File: src/hdl/wtsc_pkg.sv
// Shared types and token codes for the spoken weight announcer.
// No dependencies; imported by wtsc_emit and weight_to_spoken_clip_sequence.
`timescale 1ns / 1ps

package wtsc_pkg;

	typedef logic [4:0] clip_t;
	typedef logic [3:0] digit_t;

	// Spoken-clip token codes; digits 0-9 are the digit value itself
	localparam clip_t TOK_ZERO    = 5'd0;
	localparam clip_t TOK_TEN     = 5'd10;
	localparam clip_t TOK_HUNDRED = 5'd11;
	localparam clip_t TOK_LINH    = 5'd12;
	localparam clip_t TOK_MUOI    = 5'd13;
	localparam clip_t TOK_LAM     = 5'd14;
	localparam clip_t TOK_MOT     = 5'd15;
	localparam clip_t TOK_COMMA   = 5'd16;
	localparam clip_t TOK_KILO    = 5'd17;

	// Decimal digits of one weight: kilogram part and gram part
	typedef struct packed {
		digit_t kh;
		digit_t kt;
		digit_t ku;
		logic   kzero;
		digit_t fh;
		digit_t ft;
		digit_t fu;
		logic   fnz;
	} digits_t;

endpackage

File: src/hdl/weight_to_spoken_clip_sequence.sv
// Top level of the spoken weight announcer: input register, grams-to-digits
// pipeline and the token emitter. Depends on wtsc_pkg and wtsc_emit.
`timescale 1ns / 1ps

// Usage
// Input channel: grams with grams_valid / grams_stall. A weight transfers at a
// clock edge with grams_valid high and grams_stall low. Values above 999999
// are read as 999999.
// Output channel: clip and last_clip with clip_valid / clip_stall. Each weight
// gives 2 to 12 tokens, one per transfer, with last_clip high on the final
// kilogram word.
// Path: the first token of a weight passes the input register, six more stages
// for the decimal split, one for the emitter's slot list, then the emitter's
// output register.
// Throughput: one token per cycle while clip_stall is low; the next weight's
// list loads in the cycle the last token of the previous one leaves, so
// sequences follow each other with no gap. The emitter sets the rate.
// Stall: while clip_stall is high the output holds; the digit pipeline keeps
// filling until its stages are full and then raises grams_stall.
// Reset: arst_n clears all valid flags and the pending token list; no
// announcement survives reset.

module weight_to_spoken_clip_sequence (
	input  logic            clk,
	input  logic            arst_n,
	input  logic [19:0]     grams,
	input  logic            grams_valid,
	output logic            grams_stall,
	output wtsc_pkg::clip_t clip,
	output logic            last_clip,
	output logic            clip_valid,
	input  logic            clip_stall
);
	import wtsc_pkg::*;

	localparam logic [19:0] MaxGrams = 20'd999999;
	// floor(g / 1000) = (g * ceil(2^30 / 1000)) >> 30 for g below 2^20
	localparam logic [20:0] KgRecip  = 21'd1073742;
	localparam logic [5:0]  HundMul  = 6'd41;   // (v * 41) >> 12 = v / 100, v < 1000
	localparam logic [7:0]  TensMul  = 8'd205;  // (r * 205) >> 11 = r / 10, r < 100

	logic valid_s1, valid_s2, valid_s3, valid_s4, valid_s5, valid_s6, valid_s7;
	logic en1, en2, en3, en4, en5, en6, en7;
	logic emit_ready;

	logic [19:0] g_s1;
	logic [19:0] g_s2;
	logic [9:0]  kg_s2;
	logic [9:0]  kg_s3, fr_s3;
	logic [9:0]  kg_s4, fr_s4;
	digit_t      kh_s4, fh_s4;
	digit_t      kh_s5, fh_s5;
	logic [6:0]  kr_s5, frr_s5;
	logic        kzero_s5, fnz_s5;
	digit_t      kh_s6, fh_s6, kt_s6, ft_s6;
	logic [6:0]  kr_s6, frr_s6;
	logic        kzero_s6, fnz_s6;
	digits_t     dig_s7;

	logic [40:0] kg_prod;
	logic [19:0] kg_thou;
	logic [15:0] kh_prod, fh_prod;
	logic [14:0] kt_prod, ft_prod;
	logic [9:0]  kh_hund, fh_hund;
	logic [6:0]  kt_ten, ft_ten;

	// Stage enables: a stage loads when empty or when the next one loads
	assign en7 = !valid_s7 || emit_ready;
	assign en6 = !valid_s6 || en7;
	assign en5 = !valid_s5 || en6;
	assign en4 = !valid_s4 || en5;
	assign en3 = !valid_s3 || en4;
	assign en2 = !valid_s2 || en3;
	assign en1 = !valid_s1 || en2;
	assign grams_stall = !en1;

	always_ff @(posedge clk or negedge arst_n) begin
		if (!arst_n) begin
			valid_s1 <= 1'b0;
			valid_s2 <= 1'b0;
			valid_s3 <= 1'b0;
			valid_s4 <= 1'b0;
			valid_s5 <= 1'b0;
			valid_s6 <= 1'b0;
			valid_s7 <= 1'b0;
		end else begin
			if (en1) valid_s1 <= grams_valid;
			if (en2) valid_s2 <= valid_s1;
			if (en3) valid_s3 <= valid_s2;
			if (en4) valid_s4 <= valid_s3;
			if (en5) valid_s5 <= valid_s4;
			if (en6) valid_s6 <= valid_s5;
			if (en7) valid_s7 <= valid_s6;
		end
	end

	// Datapath arithmetic between stages
	assign kg_prod = 41'(g_s1) * 41'(KgRecip);
	assign kg_thou = 20'(kg_s2) * 20'd1000;
	assign kh_prod = 16'(kg_s3) * 16'(HundMul);
	assign fh_prod = 16'(fr_s3) * 16'(HundMul);
	assign kh_hund = 10'(kh_s4) * 10'd100;
	assign fh_hund = 10'(fh_s4) * 10'd100;
	assign kt_prod = 15'(kr_s5) * 15'(TensMul);
	assign ft_prod = 15'(frr_s5) * 15'(TensMul);
	assign kt_ten  = 7'(kt_s6) * 7'd10;
	assign ft_ten  = 7'(ft_s6) * 7'd10;

	// Payload stages: saturate, split kg / grams, then hundreds, tens, units
	always_ff @(posedge clk) begin
		if (en1) begin
			g_s1 <= (grams > MaxGrams) ? MaxGrams : grams;
		end
		if (en2) begin
			g_s2  <= g_s1;
			kg_s2 <= kg_prod[39:30];
		end
		if (en3) begin
			kg_s3 <= kg_s2;
			fr_s3 <= 10'(g_s2 - kg_thou);
		end
		if (en4) begin
			kg_s4 <= kg_s3;
			fr_s4 <= fr_s3;
			kh_s4 <= kh_prod[15:12];
			fh_s4 <= fh_prod[15:12];
		end
		if (en5) begin
			kh_s5    <= kh_s4;
			fh_s5    <= fh_s4;
			kr_s5    <= 7'(kg_s4 - kh_hund);
			frr_s5   <= 7'(fr_s4 - fh_hund);
			kzero_s5 <= (kg_s4 == 10'd0);
			fnz_s5   <= (fr_s4 != 10'd0);
		end
		if (en6) begin
			kh_s6    <= kh_s5;
			fh_s6    <= fh_s5;
			kr_s6    <= kr_s5;
			frr_s6   <= frr_s5;
			kt_s6    <= kt_prod[14:11];
			ft_s6    <= ft_prod[14:11];
			kzero_s6 <= kzero_s5;
			fnz_s6   <= fnz_s5;
		end
		if (en7) begin
			dig_s7.kh    <= kh_s6;
			dig_s7.kt    <= kt_s6;
			dig_s7.ku    <= 4'(kr_s6 - kt_ten);
			dig_s7.kzero <= kzero_s6;
			dig_s7.fh    <= fh_s6;
			dig_s7.ft    <= ft_s6;
			dig_s7.fu    <= 4'(frr_s6 - ft_ten);
			dig_s7.fnz   <= fnz_s6;
		end
	end

	wtsc_emit u_emit (
		.clk        (clk),
		.arst_n     (arst_n),
		.dig_valid  (valid_s7),
		.dig        (dig_s7),
		.dig_ready  (emit_ready),
		.clip_valid (clip_valid),
		.clip_stall (clip_stall),
		.clip       (clip),
		.last_clip  (last_clip)
	);

	// The final token of every announcement is the kilogram word, and only it
	a_last_is_kilo: assert property (@(posedge clk) disable iff (!arst_n)
		clip_valid && last_clip |-> clip == TOK_KILO)
		else $error("last_clip on a token other than the unit word");

	a_kilo_is_last: assert property (@(posedge clk) disable iff (!arst_n)
		clip_valid && clip == TOK_KILO |-> last_clip)
		else $error("unit word without last_clip");

	// Input side only backs up when the first and the last stage hold an item
	a_stall_full: assert property (@(posedge clk) disable iff (!arst_n)
		grams_stall |-> valid_s1 && valid_s7)
		else $error("input stalled with an empty pipeline");

	// A digit set in the last stage while the emitter is ready is taken at that
	// edge: the stage then is empty or holds the item of the stage before it
	a_emit_drain: assert property (@(posedge clk) disable iff (!arst_n)
		valid_s7 && emit_ready |=> !valid_s7 || $past(valid_s6))
		else $error("digit stage kept a stale item");

endmodule

File: src/hdl/wtsc_emit.sv
// Token emitter: turns one set of decimal digits into the spoken-clip sequence
// and hands it out one token per transfer. Depends on wtsc_pkg.
`timescale 1ns / 1ps

module wtsc_emit (
	input  logic              clk,
	input  logic              arst_n,
	input  logic              dig_valid,
	input  wtsc_pkg::digits_t dig,
	output logic              dig_ready,
	output logic              clip_valid,
	input  logic              clip_stall,
	output wtsc_pkg::clip_t   clip,
	output logic              last_clip
);
	import wtsc_pkg::*;

	localparam int SlotN = 14;
	localparam int IdxW  = $clog2(SlotN);

	function automatic clip_t dig_tok(digit_t d);
		return {1'b0, d};
	endfunction

	function automatic clip_t tens_tok(digit_t t);
		return (t == 4'd1) ? TOK_TEN : dig_tok(t);
	endfunction

	function automatic clip_t unit_tok(digit_t t, digit_t u);
		clip_t r;
		if (t != 4'd0 && u == 4'd5) begin
			r = TOK_LAM;
		end else if (t > 4'd1 && u == 4'd1) begin
			r = TOK_MOT;
		end else begin
			r = dig_tok(u);
		end
		return r;
	endfunction

	logic [SlotN-1:0] mask_q;
	clip_t            tok_q [SlotN];
	logic             out_valid_q;
	clip_t            clip_q;
	logic             last_q;

	logic [SlotN-1:0] new_mask;
	clip_t            new_tok [SlotN];
	logic [SlotN-1:0] pick_hot;
	logic [IdxW-1:0]  pick_idx;
	logic [SlotN-1:0] mask_left;
	logic             has_tok;
	logic             take;
	logic             pop;

	// Lay out every possible word in a fixed slot; the mask marks the spoken ones
	always_comb begin
		new_tok[0]  = dig_tok(dig.kh);
		new_mask[0] = dig.kh != 4'd0;
		new_tok[1]  = TOK_HUNDRED;
		new_mask[1] = dig.kh != 4'd0;
		new_tok[2]  = TOK_LINH;
		new_mask[2] = dig.kh != 4'd0 && dig.kt == 4'd0 && dig.ku != 4'd0;
		new_tok[3]  = tens_tok(dig.kt);
		new_mask[3] = dig.kt != 4'd0;
		new_tok[4]  = TOK_MUOI;
		new_mask[4] = dig.kt > 4'd1;
		new_tok[5]  = dig.kzero ? TOK_ZERO : unit_tok(dig.kt, dig.ku);
		new_mask[5] = dig.kzero || dig.ku != 4'd0;
		new_tok[6]  = TOK_COMMA;
		new_mask[6] = dig.fnz;
		// leading gram digit: the hundreds digit, or a spoken zero
		new_tok[7]  = dig_tok(dig.fh);
		new_mask[7] = dig.fnz;
		new_tok[8]  = (dig.fh != 4'd0) ? TOK_HUNDRED : TOK_ZERO;
		new_mask[8] = dig.fnz && (dig.fh != 4'd0 || dig.ft == 4'd0);
		new_tok[9]  = TOK_LINH;
		new_mask[9] = dig.fh != 4'd0 && dig.ft == 4'd0 && dig.fu != 4'd0;
		new_tok[10]  = tens_tok(dig.ft);
		new_mask[10] = dig.ft != 4'd0;
		new_tok[11]  = TOK_MUOI;
		new_mask[11] = dig.ft > 4'd1;
		new_tok[12]  = unit_tok(dig.ft, dig.fu);
		new_mask[12] = dig.fu != 4'd0;
		new_tok[13]  = TOK_KILO;
		new_mask[13] = 1'b1;
	end

	// Pick the lowest pending slot
	always_comb begin
		pick_idx = '0;
		for (int i = SlotN - 1; i >= 0; i--) begin
			if (mask_q[i]) begin
				pick_idx = IdxW'(i);
			end
		end
	end

	assign pick_hot  = mask_q & (~mask_q + 1'b1);
	assign has_tok   = |mask_q;
	assign take      = !out_valid_q || !clip_stall;
	assign pop       = take && has_tok;
	assign mask_left = pop ? (mask_q & ~pick_hot) : mask_q;
	assign dig_ready = (mask_left == '0);

	// Slot mask and output register control
	always_ff @(posedge clk or negedge arst_n) begin
		if (!arst_n) begin
			mask_q      <= '0;
			out_valid_q <= 1'b0;
		end else begin
			mask_q <= (dig_valid && dig_ready) ? new_mask : mask_left;
			if (take) begin
				out_valid_q <= has_tok;
			end
		end
	end

	// Token payload: load a fresh list, advance the output on transfer
	always_ff @(posedge clk) begin
		if (dig_valid && dig_ready) begin
			tok_q <= new_tok;
		end
		if (take) begin
			clip_q <= tok_q[pick_idx];
			last_q <= (pick_idx == IdxW'(SlotN - 1));
		end
	end

	assign clip_valid = out_valid_q;
	assign clip       = clip_q;
	assign last_clip  = last_q;

endmodule
File: config.mk
export PLATFORM = sky130hd
export DESIGN_NAME = weight_to_spoken_clip_sequence
export DESIGN_NICKNAME = d
export VERILOG_FILES = /design/src/hdl/wtsc_pkg.sv /design/src/hdl/weight_to_spoken_clip_sequence.sv /design/src/hdl/wtsc_emit.sv
export SDC_FILE = /design/constraint.sdc
export NUM_CORES = 1
export LEC_CHECK = 0
export BUFFER_PORTS_ARGS = -buffer_cell sky130_fd_sc_hd__buf_2
export CAP_MARGIN = 15
export CORE_ASPECT_RATIO = 0.75
export CORE_UTILIZATION = 60
export DETAILED_ROUTE_END_ITERATION = 16
export GPL_ROUTABILITY_DRIVEN = 0
export GPL_TIMING_DRIVEN = 0
export PLACE_DENSITY_LB_ADDON = 0.3
export SLEW_MARGIN = 10
export SYNTH_ARGS = -nofsm -noshare
export SYNTH_HDL_FRONTEND = slang
export SYNTH_SLANG_ARGS = --single-unit
export TNS_END_PERCENT = 5
File: constraint.sdc
create_clock -name clk -period 9.9 [get_ports clk]
set_clock_uncertainty 0.05 [all_clocks]
set_input_delay 1.98 -clock clk [delete_from_list [all_inputs] [get_ports clk]]
set_output_delay 1.98 -clock clk [all_outputs]
set_load 0.02 [all_outputs]
# Word-level counts from Yosys, hierarchy flattened
# Index checks and enable logic that the tools add are counted.
[totals] register_bits=225
[classes] addsub=6 multipliers=10 n_lt_le_gt_ge=4 n_eq_ne=7 muxes=23 bitwise_logic=5 n_reduce_logical=45
[op_table] cell="$mux 4" count=17
[op_table] cell="$mul 20x20->39 const B" count=1
[op_table] cell="$mul 10x6->16 const B" count=2
[op_table] cell="$mul 7x8->15 const B" count=2
[op_table] cell="$and 14x14->14" count=2
[op_table] cell="$mux 14" count=2
[op_table] cell="$not 14->14" count=2
[op_table] cell="$reduce_bool 4->1" count=6
[op_table] cell="$bmux 5 s4" count=1
[op_table] cell="$gt 20x20->1 const B" count=1
[op_table] cell="$eq 4x1->1 const B" count=4
[op_table] cell="$add 14x1->14 const B" count=1
[op_table] cell="$logic_not 14->1" count=1
[op_table] cell="$reduce_or 14->1" count=1
[op_table] cell="$sub 7x7->7" count=2
[op_table] cell="$logic_and 1x1->1" count=11
[op_table] cell="$logic_not 1->1" count=10
[op_table] cell="$logic_not 10->1" count=1
[op_table] cell="$logic_or 1x1->1" count=10
[op_table] cell="$mul 10x7->7 const B" count=1
[op_table] cell="$mul 4x5->5 const B" count=2
[op_table] cell="$mux 5" count=2
[op_table] cell="$reduce_bool 10->1" count=1
[op_table] cell="$sub 10x10->10" count=1
[op_table] cell="10 further kinds" count=16

# Longest topological paths before layout
# Gate-level depths: netlist of run 1.
[depth] depth_word=18 ltp_mapped=20 depth_no_buf=20

# Cells and area by module
# From an unflattened synthesis of run 1, not the netlist that was laid out.
[unflattened] cells_unflattened=1448 area_unflattened_um2=17127.7
[modules_own_cells] module="weight_to_spoken_clip_sequence" n_inst=1 cells_per_inst=1212 area_each_um2=14651.6
[modules_own_cells] module="wtsc_emit" n_inst=1 cells_per_inst=236 area_each_um2=2476.1

# Worst setup path before layout of run 1
# Ideal clock, no wire load.
[synth_path] kind="input -> output" start="input port clip_stall" end="output port grams_stall" arrival_ns=4.641 t_required_ns=7.870 path_slack_ns=3.229 stages=10 path_buffers=1 cell_sequence="and2_0 -> clkbuf_1 -> inv_1 -> nand3_1 -> nor3_1 -> o21ai_0 -> and4b_4 -> a31oi_1 -> nand4_1 -> inv_1"
[synth_between] elab_chain_len=13
[synth_lines] element="from (decl)" line_no="weight_to_spoken_clip_sequence.sv:32" source="input logic clip_stall"
[synth_lines] element="$logic_not 1->1" line_no="wtsc_emit.sv:101" source="assign take = !out_valid_q || !clip_stall;"
[synth_lines] element="$logic_or 1x1->1" line_no="wtsc_emit.sv:101"
[synth_lines] element="net u_emit.take" line_no="wtsc_emit.sv:53" source="logic take;"
[synth_lines] element="$logic_and 1x1->1" line_no="wtsc_emit.sv:102" source="assign pop = take && has_tok;"
[synth_lines] element="$mux 14" line_no="wtsc_emit.sv:103" source="assign mask_left = pop ? (mask_q & ~pick_hot) : mask_q;"
[synth_lines] element="$logic_not 14->1" line_no="wtsc_emit.sv:104" source="assign dig_ready = (mask_left == '0);"
[synth_lines] element="$logic_or 1x1->1" line_no="weight_to_spoken_clip_sequence.sv:68" source="assign en7 = !valid_s7 || emit_ready;"
[synth_lines] element="$logic_or 1x1->1" line_no="weight_to_spoken_clip_sequence.sv:69" source="assign en6 = !valid_s6 || en7;"
[synth_lines] element="$logic_or 1x1->1" line_no="weight_to_spoken_clip_sequence.sv:70" source="assign en5 = !valid_s5 || en6;"
[synth_lines] element="$logic_or 1x1->1" line_no="weight_to_spoken_clip_sequence.sv:71" source="assign en4 = !valid_s4 || en5;"
[synth_lines] element="$logic_or 1x1->1" line_no="weight_to_spoken_clip_sequence.sv:72" source="assign en3 = !valid_s3 || en4;"
[synth_lines] element="$logic_or 1x1->1" line_no="weight_to_spoken_clip_sequence.sv:73" source="assign en2 = !valid_s2 || en3;"
[synth_lines] element="$logic_or 1x1->1" line_no="weight_to_spoken_clip_sequence.sv:74" source="assign en1 = !valid_s1 || en2;"
[synth_lines] element="$logic_not 1->1" line_no="weight_to_spoken_clip_sequence.sv:75" source="assign grams_stall = !en1;"
[synth_lines] element="to (decl)" line_no="weight_to_spoken_clip_sequence.sv:28" source="output logic grams_stall,"
# The timed path passes the listed nets, and every way through them passes these cells.

# Worst setup path in the final report of run 1
# Same ends and word-level chain as after synthesis.

==> results of run 1 <==
-- layout by cell type, fill, tap and decap left out, types with 4 or more instances in the layout --
| cell | count |
|---|---|
| nor2_1 | 37 |
| a21o_1 | 16 |
| ha_1 | 332 |
| or2_2 | 4 |
| nand2b_1 | 22 |
| inv_1 | 313 |
| o31ai_1 | 5 |
| clkbuf_16 | 23 |
| o21ai_0 | 35 |
| a31oi_1 | 6 |
| nor2b_1 | 9 |
| o211ai_1 | 5 |
| clkbuf_8 | 4 |
| fa_1 | 117 |
| dfrtp_1 | 22 |
| nand4_1 | 7 |
| clkbuf_1 | 15 |
| and3_1 | 7 |
| a21oi_1 | 39 |
| o21bai_1 | 10 |
| nor4_1 | 9 |
| buf_2 | 31 |
| or4_1 | 4 |
| a211oi_1 | 5 |
| xor2_1 | 14 |
| nor3_1 | 15 |
| and2_1 | 8 |
| or3_1 | 4 |
| o21a_1 | 4 |
| nand3_1 | 16 |
| edfxtp_1 | 195 |
| nand2_1 | 49 |
| xnor2_1 | 45 |
-- area by class of cell --
| cell class | count | area share |
|---|---|---|
| clock buffer | 30 | 0.03502 |
| inverter | 313 | 0.06410 |
| tap | 351 | 0.02396 |
| buffer | 13 | 0.003072 |
| multi-input combinational | 882 | 0.5057 |
| timing repair buffer | 33 | 0.009899 |
| sequential | 217 | 0.3495 |
| clock inverter | 12 | 0.008670 |
-- kinds of logic (layout without fill, tap and decap cells) --
| kind of cell | after synthesis | after routing | share of synthesized area |
|---|---|---|---|
| fa+ha+maj | 451 | 451 | 0.3855 |
| buf+inv | 326 | 401 | 0.07285 |
| flops | 217 | 217 | 0.3790 |
| simple gates | 204 | 204 | 0.06381 |
| compound gates | 166 | 166 | 0.06693 |
| xor+xnor | 59 | 59 | 0.03057 |
| mux | 2 | 2 | 0.001258 |
-- worst reg2reg max path, stage by stage (launching register included) --
cell,delay [ns]
edfxtp_1,0.58
ha_1,0.36
ha_1,0.25
fa_1,0.45
fa_1,0.51
fa_1,0.44
fa_1,0.54
inv_1,0.05
fa_1,0.50
inv_1,0.04
ha_1,0.27
o21ai_0,0.09
a211oi_1,0.54
nand4_1,0.21
a31oi_1,0.45
o21ai_0,0.22
nand3_1,0.15
a31oi_1,0.11
xnor2_1,0.13
-- per-layer routing --
metal  routed length (microns)  up-vias  global-route usage
li1                          -     4995                   -
met1                     13720     5000              0.3033
met2                     14590      174              0.3874
met3                      1146       39             0.03122
met4                       541        0             0.04375
met5                         0        -                   0
-- flip-flops by register name, summed over array words and instances (netlist names), 5 cells and up --
name / count
fr_s3: 10
kg_s4: 10
dig_s7: 26
kg_s3: 10
fr_s4: 10
u_emit.tok_q: 25
g_s1: 20
u_emit.mask_q: 14
u_emit.clip: 5
kg_s2: 10
kr_s5: 7
g_s2: 10
frr_s5: 7
-- stage by stage --
stage	hold slack [ns]	instances	cell area [sq um]	util	setup WS, ns
after floorplan	0.3503	1425	16900	-	3.229
after global placement	0.3512	1807	17500	0.6402	2.281
after detailed placement	0.3545	1808	17510	0.6408	2.830
after CTS	0.3677	1850	18310	0.6701	2.826
after global routing	0.3673	1851	18330	0.6707	2.532
final	0.3652	1851	18330	0.6707	2.811
-- final timing paths --
check / slack (ns) / start / cells after the start / endpoint
setup reg to reg: 3.69 / g_s1[5]$_SDFFCE_PN1N_ / 18 / kg_s2[9]$_DFFE_PP_
hold reg to reg: 0.37 / kh_s5[3]$_DFFE_PP_ / 0 / kh_s6[3]$_DFFE_PP_
min in group asynchronous: 1.38 / arst_n / 1 / u_emit.clip_valid$_DFFE_PN0P_
max in group asynchronous: 8.04 / arst_n / 1 / u_emit.mask_q[12]$_DFF_PN0_
setup / recovery: 2.81 / clip_stall / 12 / grams_stall
hold / removal: 0.37 / kh_s5[3]$_DFFE_PP_ / 0 / kh_s6[3]$_DFFE_PP_
==> summary.md, run 1 <==
| Metric | Value |
|---|---|
| Status | finished, final reports clean |
| # DRC | 0 |
| First-pass GRT wire length | 51380 microns |
| Top Ports | 32 |
| Fill count | about 2000 |
| Vias per inst | about 5.5 |
| Clk sink count | ~220 |
| CP peak stage delay | roughly 0.63 ns |
| Vias in the first global route | roughly 11000 |
| Crit. End Element | output port |
| Hold buffer count at cts | 0 |
| Initial antenna violation count | 0 |
| CP arrival | between 5 and 6 ns |
| 1st-iter DRT viols | 462 |
| Post-route setup TNS | 0 ns |
| Synth top cells by count | ha_1, inv_1, edfxtp_1 |
| Vias post-DR | 10210 |
| Final setup vio count | 0 |
| Floorplan core area | about 27000 sq um |
| Initial Util | 0.6185 |
| N_diodes | 0 |
| Post-layout minimum cycle time | between 7 and 8 ns |
| Nature of the critical path startpoint | input pin |
| Synthesized flop and latch total | roughly 220 |
| Buf/Inv on CP | 5 |
| First-pass DRT Iterations | 5 |
| CTS Buffer Depth | 3 |
| FF+latch area | 6406 sq um |
| Dpl hpwl | about 24000 microns |
| Site Rows | between 50 and 60 |
| Total of max-cap violations | 0 |
| Yosys top cell by area | edfxtp_1 |
| Final hold violations | 0 |
| PortBufs | 31 |
| Post-Syn Area | between 15000 and 20000 sq um |
| Overall Global Routing Usage | 0.2238 |
| Synth top area share | 0.3465 |
| Period utilization | 0.7161 |
| Area Growth Syn to Fin | 8.440% |
| Crit path cell chain | buf_2 > and2_0 > clkbuf_1 > inv_1 > nand3_1 > nor3_1 > o21ai_0 > and4b_4 > a31oi_1 > nand4_1 > inv_1 > buf_2 |
| Top cells by area, synth | edfxtp_1, ha_1, fa_1 |
| CP Class | in -> out |
| FMAX | 0.1411 GHz |
| Final WL | between 20000 and 30000 microns |
| Worst path slowest cell | nand4_1 |
| Syn avg cell area | ~12 sq um |
| Commonest register cell after synthesis | edfxtp_1 |
| Setup Fix Bufs, Post-CTS | 0 |
| Root buffer cell | clkbuf_16 |
| CTS Buf Count | 23 |
| Antenna viol nets, final | 0 |
| Worst-Skew Late Latency | 0.54 ns |
| Critical path required time | 7.87 ns |
| Count leader, synth | ha_1 |
| EDFF count, synth | 195 |
| TritonCTS clock tree | yes |
| Max Slew Vio Count | 0 |
| Largest net degree at the start of global routing | 30 |
| Clk pin slew, worst setup/hold paths | ~0.06 ns |
| Cell family contributing the most delay on the critical path | simple AND/OR/NAND/NOR gates |
| Ys async rst share | 0.1014 |
| Htree depth | 1 |
| Die X-Extent | 195.8 microns |
| Die area | roughly 29000 sq um |
| Worst slew pin tran | 1.075 ns |
| Syn. warnings | 0 |
| Synth unique cells | between 60 and 70 |
| Seq/Total Area, Yosys | 0.3790 |
| Final Net Count | 1956 |
| Max-slew headroom | 0.2813 |
| Worst min-delay path category | reg -> reg |
| Max FO, Critical Path | 11 |
| Post-CTS Resized | 0 |
| Share of cells above drive strength 1 | 0.06067 |
| Global route total overflow | 0 |
| Syn Nets | 1898 |
| Multi-input gate area | around 9000 sq um |
| Wire per inst | 16.20 microns |
| Die Y | ~150 microns |
| RSZ-0062 raised after global routing | no |
| Mapped Cells | 1425 |
Power of run 1 is left out: the tool's default activity adds up to more than one toggle a clock period on the data nets, which glitch-free logic cannot reach.
==> run 2, diff against run 1 <==
--- a/config.mk
+++ b/config.mk
@@ -8,7 +8,7 @@
 export BUFFER_PORTS_ARGS = -buffer_cell sky130_fd_sc_hd__buf_2
 export CAP_MARGIN = 15
 export CORE_ASPECT_RATIO = 0.75
-export CORE_UTILIZATION = 60
+export CORE_UTILIZATION = 58
 export DETAILED_ROUTE_END_ITERATION = 16
 export GPL_ROUTABILITY_DRIVEN = 0
 export GPL_TIMING_DRIVEN = 0
==> constraint.sdc (replaced) <==
create_clock -name clk -period 6 [get_ports clk]
set_clock_uncertainty 0.05 [all_clocks]
set_input_delay 1.2 -clock clk [delete_from_list [all_inputs] [get_ports clk]]
set_output_delay 1.2 -clock clk [all_outputs]
set_load 0.02 [all_outputs]
==> run 2 against run 1 <==
Hold slack got worse by 0.0023 ns. Worst setup slack got worse by 2.6 ns. First-iteration DRC count rose by 10%. Core utilization is 1.5 points lower. Sequential cell count is the same. Die area up 3.4%. Sequential share of layout area fell by 0.42 points. Wire length up 4.2%. Non-clock buffer count increased by 25.
==> summary.md, run 2 (synthesis gave the netlist of run 1 again) <==
| Metric | Value |
|---|---|
| Largest Register | dig_s7 |
| Final WL | approximately 31000 microns |
| Overall Global Routing Usage | 0.2265 |
| First-pass GRT wire length | roughly 53000 microns |
| First-pass DRT Iterations | 5 |
| CP most frequent cell | fa_1 |
| Crit path launch | g_s1[2]$_SDFFCE_PN1N_ |
| Vias post-DR | 10330 |
| Hold buffer count at cts | 0 |
| Worst reg2reg startpoint | g_s1[2]$_SDFFCE_PN1N_ |
| Commonest non-fill, non-tap cell in the layout | ha_1 |
| Clk pin slew, worst setup/hold paths | around 0.06 ns |
| Die X-Extent | ~200 microns |
| FMAX | 0.1727 GHz |
| Max Slew Vio Count | 0 |
| CP peak stage delay | 0.53 ns |
| Initial Util | 0.5969 |
| Max reg flops | 26 |
| Max-slew headroom | 0.2776 |
| Post-layout minimum cycle time | 5.791 ns |
| Htree depth | 1 |
| Global route total overflow | 0 |
| N_diodes | 0 |
| Hold Slack | 0.3629 ns |
| Worst path slowest cell | fa_1 |
| Total of max-cap violations | 0 |
| Top Ports | 32 |
| Final setup vio count | 0 |
| Largest net degree at the start of global routing | 30 |
| TritonCTS clock tree | yes |
| Site Rows | 53 |
| Dpl hpwl | 24670 microns |
| Worst min-delay path category | reg -> reg |
| Area Growth Syn to Fin | 9.772% |
| Antenna viol nets, final | 0 |
| Die Y | around 150 microns |
| Period utilization | 0.9652 |
| Commonest cells after routing, fill and taps aside | ha_1, inv_1, edfxtp_1 |
| Worst-Skew Late Latency | about 0.53 ns |
| Status | finished, final reports clean |
| Nature of the critical path startpoint | flop |
| Floorplan core area | ~28000 sq um |
| Root buffer cell | clkbuf_16 |
| Top flop regs | dig_s7 x26, u_emit.tok_q x25, g_s1 x20 |
| Crit path cell chain | ha_1 > ha_1 > inv_1 > fa_1 > fa_1 > inv_1 > fa_1 > inv_1 > fa_1 > fa_1 > inv_1 > ha_1 > a211oi_2 > nor2_1 > o41ai_2 > a21boi_2 > nor3_2 > o21bai_2 > a21oi_2 > xnor2_1 |
| Critical path required time | ~6.2 ns |
| CTS Buf Count | 23 |
| Wire per inst | 16.36 microns |
| Vias in the first global route | about 11000 |
| Worst reg-to-reg path cell count | 20 |
| # DRC | 0 |
| Final Net Count | 1981 |
| Die area | slightly below 30000 sq um |
| Hold Crit Start | kh_s5[2]$_DFFE_PP_ |
| CTS Buffer Depth | 3 |
| Hold path depth | 0 |
| CP arrival | 6.03 ns |
| 1st-iter DRT viols | 510 |
| Vias per inst | about 5.4 |
| PortBufs | 31 |
| Crit. End Element | flop |
| Worst slew pin tran | roughly 1.1 ns |
| Buf/Inv on CP | 4 |
| CP Class | reg -> reg |
| Initial antenna violation count | 0 |
| Share of cells above drive strength 1 | 0.08000 |
| Crit. path cell count | 20 |
| Clk sink count | between 200 and 250 |
| Cell family contributing the most delay on the critical path | adder cells |
| Max FO, Critical Path | 4 |
| Final hold violations | 0 |
## run 2: stage by stage
| step | cell area [sq um] | TNS (ns) | setup WS, ns | utilization | instances |
|---|---|---|---|---|---|
| floorplan | 16900 | 0 | 0.5438 | - | 1425 |
| global placement | 17540 | -0.4907 | -0.1907 | 0.6194 | 1841 |
| detailed placement | 17550 | -1.070 | -0.2433 | 0.6199 | 1842 |
| CTS | 18350 | 0 | 0.006652 | 0.6479 | 1889 |
| global route | 18550 | -0.02051 | -0.01786 | 0.6552 | 1910 |
| finish | 18550 | 0 | 0.2090 | 0.6552 | 1910 |
## run 2: worst reg2reg max path, delay by kind of cell (launching register included)
| kind | cells | cell delay [ns] |
|---|---|---|
| DFF | 1 | 0.49 |
| adders and majority gates | 8 | 3.24 |
| AOI/OAI and AO/OA | 5 | 1.10 |
| and+or+nand+nor | 2 | 0.37 |
| xor gates and xnor gates | 1 | 0.08 |
| buffers and inverters | 4 | 0.21 |
## run 2: path summary, 6_finish.rpt
kind | end | slack, ns
max in group asynchronous | u_emit.mask_q[9]$_DFF_PN0_ | 4.93
hold / removal | kh_s6[2]$_DFFE_PP_ | 0.36
hold reg to reg | kh_s6[2]$_DFFE_PP_ | 0.36
setup reg to reg | kg_s2[3]$_DFFE_PP_ | 0.21
setup / recovery | kg_s2[3]$_DFFE_PP_ | 0.21
min in group asynchronous | valid_s5$_DFFE_PN0P_ | 0.60
## run 2: per-layer routing
layer | up-vias | share of wire | GRT usage
li1 | 5052 | - | -
met1 | 5017 | 0.46 | 0.3025
met2 | 211 | 0.48 | 0.3882
met3 | 48 | 0.041 | 0.03696
met4 | 0 | 0.019 | 0.05115
met5 | - | 0 | 0
## run 2: what timing repair did
item	in CTS	in global routing
pin swaps	0	6
resized for setup	4	10
buffers inserted	5	20
endpoints found under the setup margin	7	8
endpoints found under the hold margin	0	0
## run 2: area by class of cell
type                       count  area [sq um]
buffer                        13         56.30
clock buffer                  27         590.6
clock inverter                15         147.6
fill                        2175          9763
inverter                     313          1175
multi-input combinational    882          9326
sequential                   217          6406
tap                          385         481.7
timing repair buffer          58         369.1
Power of run 2 is left out for the same reason.
==> run 3, diff against run 2 <==
--- a/config.mk
+++ b/config.mk
@@ -12,7 +12,7 @@
 export DETAILED_ROUTE_END_ITERATION = 16
 export GPL_ROUTABILITY_DRIVEN = 0
 export GPL_TIMING_DRIVEN = 0
-export PLACE_DENSITY_LB_ADDON = 0.3
+export PLACE_DENSITY_LB_ADDON = 0.25
 export SLEW_MARGIN = 10
 export SYNTH_ARGS = -nofsm -noshare
 export SYNTH_HDL_FRONTEND = slang
==> run 3 against run 2 <==
Final cell count is 0.42% lower. Worst setup slack worse by 0.032 ns. Hold slack better by 0.0043 ns. Final area is 0.24% lower. Sequential cell count stayed put. Register-to-register slack worse by 0.03 ns. Critical path type unchanged.
==> summary.md, run 3 (synthesis gave the netlist of run 1 again) <==
| Metric | Value |
|---|---|
| CP Class | reg -> reg |
| Worst-Skew Late Latency | between 0.5 and 0.6 ns |
| Vias per inst | about 5.4 |
| Vias in the first global route | ~11000 |
| Final Net Count | just under 2000 |
| Dpl hpwl | approximately 25000 microns |
| Die area | between 20000 and 30000 sq um |
| Hold Slack | about 0.37 ns |
| Crit. End Element | flop |
| Max-slew headroom | 0.2520 |
| Total of max-cap violations | 0 |
| Die Y | between 100 and 150 microns |
| Crit path to | kg_s2[5]$_DFFE_PP_ |
| # DRC | 0 |
| Crit path launch | g_s1[2]$_SDFFCE_PN1N_ |
| PortBufs | 31 |
| Commonest cells after routing, fill and taps aside | ha_1, inv_1, edfxtp_1 |
| Hold buffer count at cts | 0 |
| Worst slew pin tran | approximately 1.1 ns |
| Post-layout minimum cycle time | 5.823 ns |
| Worst min-delay path category | reg -> reg |
| CP arrival | slightly above 6 ns |
| Largest net degree at the start of global routing | 30 |
| Initial Util | 0.5969 |
| Max Slew Vio Count | 0 |
| 1st-iter DRT viols | 517 |
| Vias post-DR | 10210 |
| Largest Register | dig_s7 |
| Antenna viol nets, final | 0 |
| First-pass GRT wire length | slightly above 50000 microns |
| Site Rows | 53 |
| Period utilization | 0.9706 |
| Nature of the critical path startpoint | flop |
| Clk sink count | about 220 |
| Final setup vio count | 0 |
| Worst reg-to-reg path cell count | 20 |
| Share of cells above drive strength 1 | 0.07515 |
| Area Growth Syn to Fin | 9.506% |
| Top Ports | 32 |
| Die X-Extent | 199.1 microns |
| CTS Buffer Depth | 3 |
| Clk pin slew, worst setup/hold paths | about 0.060 ns |
| Floorplan core area | about 28000 sq um |
| Global route total overflow | 0 |
| Max FO, Critical Path | 4 |
| Wire per inst | 16.26 microns |
| Reg2reg end | kg_s2[5]$_DFFE_PP_ |
| RSZ-0062 raised after global routing | yes |
| Root buffer cell | clkbuf_16 |
| Critical path required time | ~6.2 ns |
| Worst reg2reg startpoint | g_s1[2]$_SDFFCE_PN1N_ |
| Hold Crit Start | kg_s2[8]$_DFFE_PP_ |
| Status | finished, final reports clean |
| Max reg flops | 26 |
| First-pass DRT Iterations | 5 |
| Final WL | between 30000 and 40000 microns |
| TritonCTS clock tree | yes |
| Overall Global Routing Usage | 0.2219 |
| Place WS | -0.2136 ns |
| Commonest non-fill, non-tap cell in the layout | ha_1 |
| Htree depth | 1 |
| FMAX | between 0.15 and 0.2 GHz |
| CTS Buf Count | 24 |
| Initial antenna violation count | 0 |
| FF-to-FF setup slack | 0.18 ns |
| Top flop regs | dig_s7 x26, u_emit.tok_q x25, g_s1 x20 |
| Final hold violations | 0 |
| Final Worst Setup Slack | around 0.18 ns |
| N_diodes | 0 |
==> run 3: layout make-up <==
type / count / area [sq um]
Buffer: 13 / 56.30
Clock buffer: 30 / 663.1
Clock inverter: 13 / 122.6
Fill cell: 2109 / 9808
Inverter: 313 / 1175
Multi-Input combinational cell: 882 / 9301
Sequential cell: 217 / 6406
Tap cell: 385 / 481.7
Timing Repair Buffer: 49 / 301.5
==> run 3: stage by stage <==
| stage | instances | setup TNS [ns] | cell area, sq um | utilization |
|---|---|---|---|---|
| after CTS | 1890 | 0 | 18390 | 0.6496 |
| after global routing | 1902 | -0.1974 | 18510 | 0.6536 |
| final | 1902 | 0 | 18510 | 0.6536 |
| after global placement | 1841 | -0.4491 | 17540 | 0.6194 |
| after floorplan | 1425 | 0 | 16900 | - |
| after detailed placement | 1842 | -1.010 | 17550 | 0.6199 |
==> run 3: how the worst min path moves through the flow <==
stage | to | slack [ns] | cells after the start
floorplan | dig_s7[0]$_DFFE_PP_ | 0.35 | 0
global placement | fh_s6[1]$_DFFE_PP_ | 0.35 | 0
detailed placement | dig_s7[23]$_DFFE_PP_ | 0.35 | 0
CTS | dig_s7[23]$_DFFE_PP_ | 0.37 | 0
global route | kg_s3[8]$_DFFE_PP_ | 0.37 | 0
finish | kg_s3[8]$_DFFE_PP_ | 0.37 | 0
==> run 3: per-layer routing <==
| metal | global-route usage | share of wire |
|---|---|---|
| met1 | 0.2975 | 0.46 |
| met2 | 0.3768 | 0.48 |
| met3 | 0.03133 | 0.035 |
| met4 | 0.06192 | 0.023 |
| met5 | 0 | 0 |
==> run 3: what timing repair did <==
action / in CTS / in global routing
buffers inserted: 5 / 11
pin swaps: 0 / 2
setup endpoints to repair: 8 / 9
resized for setup: 4 / 3
==> run 3: worst max-delay path, cell delays in order (launching register included) <==
cell	delay [ns]
edfxtp_1	0.49
ha_1	0.34
ha_1	0.19
inv_1	0.09
fa_1	0.46
fa_1	0.50
inv_1	0.05
fa_1	0.46
fa_1	0.54
inv_1	0.05
fa_1	0.51
inv_1	0.04
ha_1	0.29
nand4_1	0.10
a21oi_1	0.24
nand4_1	0.28
a31oi_4	0.35
nor2_1	0.07
o21bai_1	0.20
a21oi_1	0.12
xnor2_1	0.16
Power of run 3 is left out for the same reason.
